File: src/hdl/ucct_pkg.sv
// Package: shared types and constants of the UDP client counter table.
`default_nettype none
package ucct_pkg;
	localparam int TableDepth = 64;
	localparam int IdxW = $clog2(TableDepth);
	localparam int CntW = $clog2(TableDepth + 1);

	localparam logic [1:0] ST_REPLY  = 2'd0;
	localparam logic [1:0] ST_DROP   = 2'd1;
	localparam logic [1:0] ST_CLOSED = 2'd2;
	localparam logic [1:0] ST_FULL   = 2'd3;

	localparam logic [3:0] IP_V4     = 4'd4;
	localparam logic [7:0] PROTO_UDP = 8'd17;

	// classified job handed from front to back
	typedef struct packed {
		logic        pass;
		logic        close_req;
		logic [31:0] ip;
		logic [15:0] port;
	} job_t;
endpackage
`default_nettype wire

File: src/hdl/ucct_front.sv
// Front end: input filter and a two-entry job queue toward the table engine.
`default_nettype none
module ucct_front (
	input  wire logic               clk,
	input  wire logic               arst_n,
	input  wire logic               take,
	input  wire logic               action,
	input  wire logic [3:0]         ip_version,
	input  wire logic [7:0]         protocol,
	input  wire logic [3:0]         header_words,
	input  wire logic [15:0]        dest_port,
	input  wire logic [31:0]        client_ip,
	input  wire logic [15:0]        client_port,
	input  wire logic [15:0]        udp_length,
	input  wire logic [15:0]        received_length,
	input  wire logic [15:0]        udp_port,
	output logic                    full,
	output logic                    job_valid,
	output ucct_pkg::job_t          job,
	input  wire logic               job_pop
);
	import ucct_pkg::*;

	logic [16:0] hlen;
	logic [16:0] rlen;
	logic        pass;
	job_t        q_q [2];
	logic        wr_q, rd_q;
	logic [1:0]  cnt_q;

	always_comb begin
		hlen = {11'd0, header_words, 2'b00};
		rlen = {1'b0, received_length};
		pass = (received_length >= 16'd20) && (ip_version == IP_V4) &&
			(protocol == PROTO_UDP) && (rlen >= hlen + 17'd8) &&
			(dest_port == udp_port) && (udp_length >= 16'd8) &&
			(rlen >= hlen + {1'b0, udp_length});
	end

	assign full      = cnt_q[1];
	assign job_valid = cnt_q != 2'd0;
	assign job       = q_q[rd_q];

	always_ff @(posedge clk) begin
		if (take) begin
			q_q[wr_q] <= '{pass: pass, close_req: action, ip: client_ip, port: client_port};
		end
	end

	always_ff @(posedge clk or negedge arst_n) begin
		if (!arst_n) begin
			wr_q  <= 1'b0;
			rd_q  <= 1'b0;
			cnt_q <= 2'd0;
		end else begin
			if (take) wr_q <= ~wr_q;
			if (job_pop) rd_q <= ~rd_q;
			cnt_q <= cnt_q + {1'b0, take} - {1'b0, job_pop};
		end
	end
endmodule
`default_nettype wire

File: config.mk
export PLATFORM = sky130hd
export DESIGN_NAME = ucct_front
export DESIGN_NICKNAME = d
export VERILOG_FILES = /design/src/hdl/ucct_pkg.sv /design/src/hdl/ucct_front.sv
export SDC_FILE = /design/constraint.sdc
export NUM_CORES = 1
export LEC_CHECK = 0
export ABC_AREA = 1
export BUFFER_PORTS_ARGS = -buffer_cell sky130_fd_sc_hd__buf_2
export CORE_ASPECT_RATIO = 1.75
export CORE_MARGIN = 2
export CORE_UTILIZATION = 54
export DETAILED_ROUTE_END_ITERATION = 12
export HOLD_SLACK_MARGIN = 0.05
export PLACE_DENSITY_LB_ADDON = 0.15
export SLEW_MARGIN = 0
export SYNTH_ARGS = -nofsm -noshare
export SYNTH_HDL_FRONTEND = slang
export SYNTH_SLANG_ARGS = --single-unit
File: constraint.sdc
create_clock -name clk -period 6.83 [get_ports clk]
set_clock_uncertainty 0.2 [all_clocks]
set_input_delay 1.0245 -clock clk [delete_from_list [all_inputs] [get_ports clk]]
set_output_delay 1.0245 -clock clk [all_outputs]
set_load 0.05 [all_outputs]
# ---- Word-level counts from Yosys, hierarchy flattened
# Memory sizes are Yosys's and may differ from the RTL's.
# Cells that the tools add are included.
dict set report totals {
  ff_bits 4
  latchBits 0
  ram_bits 100
  mem_bits_ro 0
  in_bits 133
  output_inout_bits 52
  word_cells 26
  mem_count 1
}
dict set report classes {
  add_sub_neg 4
  mul 0
  div 0
  order_cmp 4
  n_eq_ne 3
  shift 0
  muxes 2
  bitwise_logic 2
  n_reduce_logical 7
}
# name depth width read_ports rd_ports_with_merged_regs write_ports line_no
set memory_table {}
lappend memory_table {q_q 2 50 1 0 1 ucct_front.sv:27} ;# job_t q_q [2];
# cell n
set op_table {}
lappend op_table {{$add A6 B16 Y17} 1}
lappend op_table {{$ge A16 B17 Y1} 1}
lappend op_table {{$eq A16 B16 Y1} 1}
lappend op_table {{$ge A16 B4 Y1 const B} 1}
lappend op_table {{$ge A16 B5 Y1 const B} 1}
lappend op_table {{$ge A16 B7 Y1} 1}
lappend op_table {{$eq A8 B5 Y1 const B} 1}
lappend op_table {{$add A6 B4 Y7 const B} 1}
lappend op_table {{$logic_and A1 B1 Y1} 6}
lappend op_table {{$eq A4 B3 Y1 const B} 1}
lappend op_table {{$add A2 B1 Y2} 1}
lappend op_table {{$mux W1} 2}
lappend op_table {{$not A1 Y1} 2}
lappend op_table {{$reduce_bool A2 Y1} 1}
lappend op_table {{$sub A2 B1 Y2} 1}

# ---- Depth between registers and ports, before layout
# Gate-level depths: netlist of run 1.
dict set report depth {
  word_depth 7
  depth_mapped 18
  depth_no_buf 18
}

# ---- Worst setup path before layout of run 1
# No wires, ideal clock.
dict set report synth_timing {
  path_type {input to register}
  from {in take}
  to {mem q_q[0][0] (netlist name) (enable)}
  setup_ns 0.459
  t_arrival_ns 3.165
  path_slack_ns 3.007
  path_stages 2
  path_buffers 0
  path_cell_list {inv_1 nor2_1}
}
dict set report synth_between {
  elab_chain_len 2
}
# item line_no
set synth_lines {}
lappend synth_lines {{from (decl)} ucct_front.sv:6} ;# input wire logic take,
lappend synth_lines {{$mux W1} ucct_front.sv:45} ;# if (take) begin
lappend synth_lines {{$mux W1 (not written as such)} ucct_front.sv:46} ;# q_q[wr_q] <= '{pass: pass, close_req: action, ip: client_ip, port: client_port};
lappend synth_lines {{to (decl)} ucct_front.sv:27}
# No other way between the ends.

# ---- Worst setup path in the final report of run 1
dict set report layout_timing {
  from {in header_words[0]}
  to {mem q_q[1][49] (netlist name), data pin}
}
dict set report layout_between {
  elab_chain_len 6
  elab_cells_between_ends 8
}
# item line_no
set layout_lines {}
lappend layout_lines {{from (decl)} ucct_front.sv:10} ;# input wire logic [3:0] header_words,
lappend layout_lines {{branches (longest 5 deep; another with $add A6 B16 Y17)} --}
lappend layout_lines {{$logic_and A1 B1 Y1 *} ucct_front.sv:36} ;# (dest_port == udp_port) && (udp_length >= 16'd8) &&
lappend layout_lines {{via pass} ucct_front.sv:26} ;# logic pass;
# Mark *: on every way through the listed nets, which the timed path passes.

==> impl_results.md, run 1 <==
* Worst hold-check path type: in2async
* Layout Nets at 817
* Largest net degree at the start of global routing at 52
* CP peak stage delay at 0.43 ns
* Clock Sinks at 104
* Slew margin rel. at 0.2448
* MaxCap Viol Count at 0
* Synth Cell Area at 5310 µm²
* FMAX at 0.2818 GHz
* Register Area at 3104 µm²
* Yosys top cell by area: edfxtp_1
* Wire length per cell at 14.76 µm
* Layout area overhead at 25.82%
* Status: finished clean
* Pre-antenna DRT Iters at 4
* Number of global-route vias before repair at 3856
* Multi-input logic area at 1922 µm²
* P_leak at 3.079 nW
* Synth Instances at 465
* Syn nets at 627
* Final non-filler cell total at 782
* Crit end category: flip-flop
* RD Place Congestion at 0.9428
* WL final at 11540 µm
* Peak supply drop at 220.6 µV
* CORE AREA at 9527 µm²
* Mean Syn Cell Area at 11.42 µm²
* Final ANT Viol Nets at 0
* Critical Path Start Type: primary input
* HPWL Detailed at 8943 µm
* H-tree depth at 3
* DRC violations left at 0
* Num ports at 185
* Die Ht at 135.2 µm
* Clk slew on worst S/H paths at 0.07 ns
* Die area at 10670 µm²
* Commonest non-fill, non-tap cell in the layout: buf_2
* CP max stage cell: fa_1
* Number of antenna violations at the first check in global routing at 0
* DR iter-0 viols at 206
* # port buffers at 184
* Worst-path fanout max at 3
* Synth top area share at 0.5655
* CP Class: in2reg
* Site row count at 47
* Placed cells at 766
* Worst-margin pin slew at 1.133 ns
* Hold WS at 0.2802 ns
* Clock Tree Root: clkbuf_16
* Largest cells by area after synthesis: edfxtp_1, mux2_2, nand2_1
* Num CTS Buffers at 9
* Number of distinct library cells after synthesis at 26
* Worst EP arrival at 3.53 ns
* WP data required at 6.81 ns
* Starting Density at 0.5574
* Hold Vio Cnt, Final at 0
* RSZ-0062 raised after global routing: false
* Die width at 78.96 µm
* Total power draw at 2.468 mW
* # setup viols final at 0
* Fin. max-slew vios at 0
* Ys Warns at 0
* Synth Register Bits at 104
* GR Overflow Total at 0
* Register area share after synthesis at 0.5844
* Layout cells sized above 1 at 0.4030
* CP Buf/Inv Count at 2
* CTS tree: built
* Area post-placement at 6370 µm²
* Global-route total usage across every layer at 0.2158
* Final TNS setup at 0 ns
* # hold bufs at CTS at 0
* Fillers at 767
* Final Cell Area at 6681 µm²
* ANT cells at 0
* Critical-path cell list: buf_2 -> ha_1 -> fa_1 -> nand2_1 -> nand3_2 -> nand3b_2 -> inv_1 -> nand2_1 -> nor2_2 -> xnor2_1 -> ha_1 -> nand2_1 -> nor2_1 -> nand3_1 -> nor2_1 -> nor2_1 -> nor2_1 -> a21oi_1 -> nor2_1
* Clock latency on the worst-skew pair at 0.33 ns
* Minimum clock period at 3.549 ns
* Max clock buf depth at 2
* CTS resizes at 0
* Most frequent cells in the layout: buf_2, edfxtp_1, nand2_1, inv_1, mux2_2
* Global-route wire length before repair at 17590 µm
* Post-CTS setup buffers at 0
* PwrDens at 369.3 nW/µm²
* Vias/cell at 5.052
* Total number of vias at 3951
* Crit share post-route at 0.5196
* Most used cell along the critical path: nor2_1
* CP delay by family, top: simple AND/OR/NAND/NOR gates
metrics by stage:
stage,setup WS (ns),util
6_report,3.281,0.7013
5_1_grt,3.132,0.7013
4_1_cts,3.343,0.7013
3_5_place_dp,2.983,0.6686
3_3_place_gp,3.115,0.6686
2_1_floorplan,3.007,-
layer usage:
layer  GRT usage  part of all wire
met1      0.2161              0.35
met2      0.4171              0.56
met3     0.03600             0.058
met4      0.1054             0.034
met5           0                 0
sequential cells by signal, indices dropped and copies added (netlist names):
name,count
rd_q,1
cnt_q,2
wr_q,1
q_q,100
cell families (layout without fill, tap and decap cells):
kind of cell,Yosys count,after routing,synth area share
buf+inv,76,271,0.05514
compound gates,14,14,0.01579
flops,104,104,0.5844
simple gates,172,172,0.1360
mux,50,50,0.1060
fa+ha+maj,29,29,0.06975
xor+xnor,20,20,0.03299
report_power, final:
part	internal, mW	leakage [nW]	switching, mW	total [mW]
registers	0.849	0.985	0.0879	0.937
logic	0.303	1.94	0.706	1.01
clock network	0.317	0.153	0.203	0.521
final cells by class:
type / instances / area share
flip-flops and latches: 104 / 0.4646
multi-input cells: 285 / 0.2876
repair buffers: 185 / 0.1390
inverters: 70 / 0.03933
clock buffers: 9 / 0.03371
well taps: 122 / 0.02285
clock inverters: 7 / 0.01292
cell usage after synthesis:
| library cell | n |
|---|---|
| xnor2_1 | 12 |
| nand3_2 | 2 |
| mux2_2 | 50 |
| buf_2 | 6 |
| fa_1 | 1 |
| dfrtp_1 | 4 |
| nand2_1 | 99 |
| o21bai_1 | 1 |
| nor2_2 | 2 |
| nand3b_1 | 1 |
| a21oi_1 | 9 |
| nor2_1 | 43 |
| or2_2 | 1 |
| nand2_2 | 3 |
| ha_1 | 28 |
| nor3_1 | 2 |
| o21ai_0 | 3 |
| nor3_2 | 2 |
| nand4_1 | 2 |
| xor2_1 | 8 |
| a21oi_4 | 1 |
| inv_1 | 69 |
| nand3b_2 | 1 |
| edfxtp_1 | 100 |
| inv_2 | 1 |
| nand3_1 | 14 |
path summary, 6_finish.rpt:
| kind | startpoint | endpoint | slack (ns) | cells past startpoint |
|---|---|---|---|---|
| max | header_words[0] | q_q[1][49]$_DFFE_PP_ | 3.28 | 19 |
| min | arst_n | cnt_q[1]$_DFF_PN0_ | 0.28 | 1 |
| max reg2reg | wr_q$_DFFE_PN0P_ | q_q[1][29]$_DFFE_PP_ | 4.92 | 2 |
| min in group clk | wr_q$_DFFE_PN0P_ | wr_q$_DFFE_PN0P_ | 0.36 | 1 |
| min reg2reg | wr_q$_DFFE_PN0P_ | wr_q$_DFFE_PN0P_ | 0.36 | 1 |
| max in group asynchronous | arst_n | rd_q$_DFFE_PN0P_ | 6.02 | 1 |
(Power assumes the default switching activity.)
==> inputs of run 2 (changes only) <==
- CORE_UTILIZATION: 54 -> 50
- clock period: 6.83 -> 3.5 ns (I/O delays scaled with it)
==> run 2 against run 1 <==
Register-to-register slack worse by 3.3 ns; clock power up 64%; worst hold slack worse by 0.10 ns; count of clock-buffer cells in the layout rose by 1; utilization fell by 5.2 points; critical path type unchanged; final area up 0.11%; combinational power is 110% higher; sequential share of layout area fell by 0.052 points; worst setup slack worse by 2.7 ns; sequential power is 88% higher; die area grew 7.7%; largest power group unchanged; critical endpoint unchanged.
==> impl_results.md, run 2 (same netlist as run 1, synthesis figures left out) <==
* P_leak at 3.089 nW (was 3.079 nW)
* Worst EP arrival at 2.84 ns (was 3.53 ns)
* Global-route wire length before repair at 17820 µm (was 17590 µm)
* RD Place Congestion at 1.008 (was 0.9428)
* H-tree depth at 3 (unchanged)
* Hold Startpoint: client_ip[16]
* Number of global-route vias before repair at 4054 (was 3856)
* GR Overflow Total at 0 (unchanged)
* CORE AREA at 10300 µm² (was 9527 µm²)
* PwrDens at 701.0 nW/µm² (was 369.3 nW/µm²)
* Hold Path End: q_q[1][32]$_DFFE_PP_
* Placed cells at 777 (was 766)
* Largest registers: q_q (100), cnt_q (2) (unchanged)
* Clock Sinks at 104 (unchanged)
* Num ports at 185 (unchanged)
* Hold Vio Cnt, Final at 0 (unchanged)
* Max reg flops at 100 (unchanged)
* Wire length per cell at 14.59 µm (was 14.76 µm)
* Worst r2r src: wr_q$_DFFE_PN0P_ (unchanged)
* Clock Tree Root: clkbuf_16 (unchanged)
* Num CTS Buffers at 9 (unchanged)
* Most flop-heavy register: q_q (unchanged)
* Reg2reg path depth at 3 (was 2)
* Hold path depth at 1
* Critical Path Start Type: primary input (unchanged)
* Crit share post-route at 0.8463
* CTS tree: built (unchanged)
* Peak supply drop at 483.0 µV (was 220.6 µV)
* Post-layout util at 0.6494 (was 0.7013)
* Layout area overhead at 25.97% (was 25.82%)
* Status: finished clean (unchanged)
* CP Class: in2reg (unchanged)
* Crit end category: flip-flop (unchanged)
* Minimum clock period at 2.962 ns
* Number of antenna violations at the first check in global routing at 1 (was 0)
* Total number of vias at 3928 (was 3951)
* Die Ht at 140.3 µm (was 135.2 µm)
* Reg2Reg Setup Slack at 1.57 ns (was 4.92 ns)
* Global-route total usage across every layer at 0.2046 (was 0.2158)
* Fillers at 824 (was 767)
* Clk slew on worst S/H paths at 0.07 ns (about the same)
* HPWL Detailed at 9333 µm (was 8943 µm)
* WL final at 11600 µm (was 11540 µm)
* CTS resizes at 0 (unchanged)
* Worst-margin pin slew at 0.5893 ns (was 1.133 ns)
* Final ANT Viol Nets at 0 (unchanged)
* DR iter-0 viols at 135 (was 206)
* # setup viols final at 0 (unchanged)
* Fin. max-slew vios at 0 (unchanged)
* Hold WS at 0.1768 ns (was 0.2802 ns)
* RR Endpoint: q_q[1][27]$_DFFE_PP_ (was q_q[1][29]$_DFFE_PP_)
* Worst-path fanout max at 3 (unchanged)
* Die width at 81.90 µm (was 78.96 µm)
* Most frequent cells in the layout: buf_2, edfxtp_1, nand2_1, inv_1, mux2_2 (unchanged)
* Worst hold-check path type: in2reg (was in2async)
* DRC violations left at 0 (unchanged)
* Site row count at 49 (was 47)
* Die area at 11490 µm² (was 10670 µm²)
* Largest net degree at the start of global routing at 28 (was 52)
* Layout cells sized above 1 at 0.4033 (was 0.4030)
* Clock latency on the worst-skew pair at 0.33 ns (about the same)
* MaxCap Viol Count at 0 (unchanged)
* Max clock buf depth at 2 (unchanged)
* Starting Density at 0.5155 (was 0.5574)
* RSZ-0062 raised after global routing: false (unchanged)
* FMAX at 0.3376 GHz
* WP data required at 3.38 ns (was 6.81 ns)
* Final TNS setup at 0 ns (unchanged)
* Layout Nets at 824 (was 817)
* # port buffers at 184 (unchanged)
* Pre-antenna DRT Iters at 4 (unchanged)
* Final non-filler cell total at 795 (was 782)
* Vias/cell at 4.941 (was 5.052)
* Commonest non-fill, non-tap cell in the layout: buf_2 (unchanged)
* Slew margin rel. at 0.6066 (was 0.2448)
==> run 2: cell types whose count changed in the layout (fill, tap and decap cells not counted), sizes merged <==
cell / delta
buf: +6
diode: +1
clkinv: +2
bufinv: -2
dlygate4sd3: +1
clkinvlp: -1
clkbuf: +1
==> run 2: routing by layer <==
layer,global-route usage,vias to the layer above,wire (µm)
li1,-,1959,-
met1,0.1885,1818,3844
met2,0.4056,131,6737
met3,0.03802,20,646
met4,0.08947,0,374
met5,0,-,0
==> run 2: worst max-delay path: stages <==
cell and delay (ns):
buf_2 0.11, ha_1 0.25, fa_1 0.42, nand2_1 0.09
nand3_2 0.09, nand3b_2 0.12, inv_1 0.06, nand2_1 0.10
xor2_1 0.18, ha_1 0.27, nand2_1 0.08, nor2_1 0.05
nand2_1 0.07, inv_1 0.04, a21oi_1 0.12, nand2_1 0.07
a21oi_1 0.12, nor2_1 0.06
==> run 2: stage by stage <==
| stage | cell area (µm²) | setup slack, ns | power [mW] |
|---|---|---|---|
| floorplan | 5310 | 0.1760 | 3.357 |
| global placement | 6421 | 0.2840 | 3.836 |
| detailed placement | 6421 | 0.2120 | 3.880 |
| CTS | 6686 | 0.5634 | 4.751 |
| global route | 6686 | 0.3216 | 4.907 |
| finish | 6689 | 0.5378 | 4.689 |
==> run 2: area by class of cell <==
class / count / area [µm²] / share of cell area
Clock inverter: 6 / 26.28 / 0.003928
Clock buffer: 10 / 229.0 / 0.03423
Multi-Input combinational cell: 285 / 1922 / 0.2873
Sequential cell: 104 / 3104 / 0.4641
Timing Repair Buffer: 192 / 983.4 / 0.1470
Antenna cell: 1 / 2.502 / 0.0003741
Inverter: 70 / 262.8 / 0.03928
Tap cell: 127 / 158.9 / 0.02376
==> run 2: report_power, final <==
| part | switching [mW] | total [mW] | internal (mW) |
|---|---|---|---|
| Combinational | 1.46 | 2.08 | 0.620 |
| Clock | 0.384 | 0.854 | 0.471 |
| Sequential | 0.101 | 1.76 | 1.65 |
| Total | 1.94 | 4.69 | 2.75 |
==> run 2: what timing repair did <==
item | 4_1_cts | 5_1_grt
hold buffers | 1 | 0
setup buffers | 0 | 0
endpoints found under the hold margin | 4 | 0
==> run 2: how the worst max path moves through the flow <==
stage	start	to	slack (ns)	cells after the start
CTS	header_words[0]	q_q[1][49]$_DFFE_PP_	0.56	18
floorplan	take	q_q[0][0]$_DFFE_PP_	0.18	2
finish	header_words[0]	q_q[1][49]$_DFFE_PP_	0.54	18
global placement	header_words[0]	q_q[0][49]$_DFFE_PP_	0.28	18
global route	header_words[0]	q_q[1][49]$_DFFE_PP_	0.32	19
detailed placement	header_words[0]	q_q[1][49]$_DFFE_PP_	0.21	19
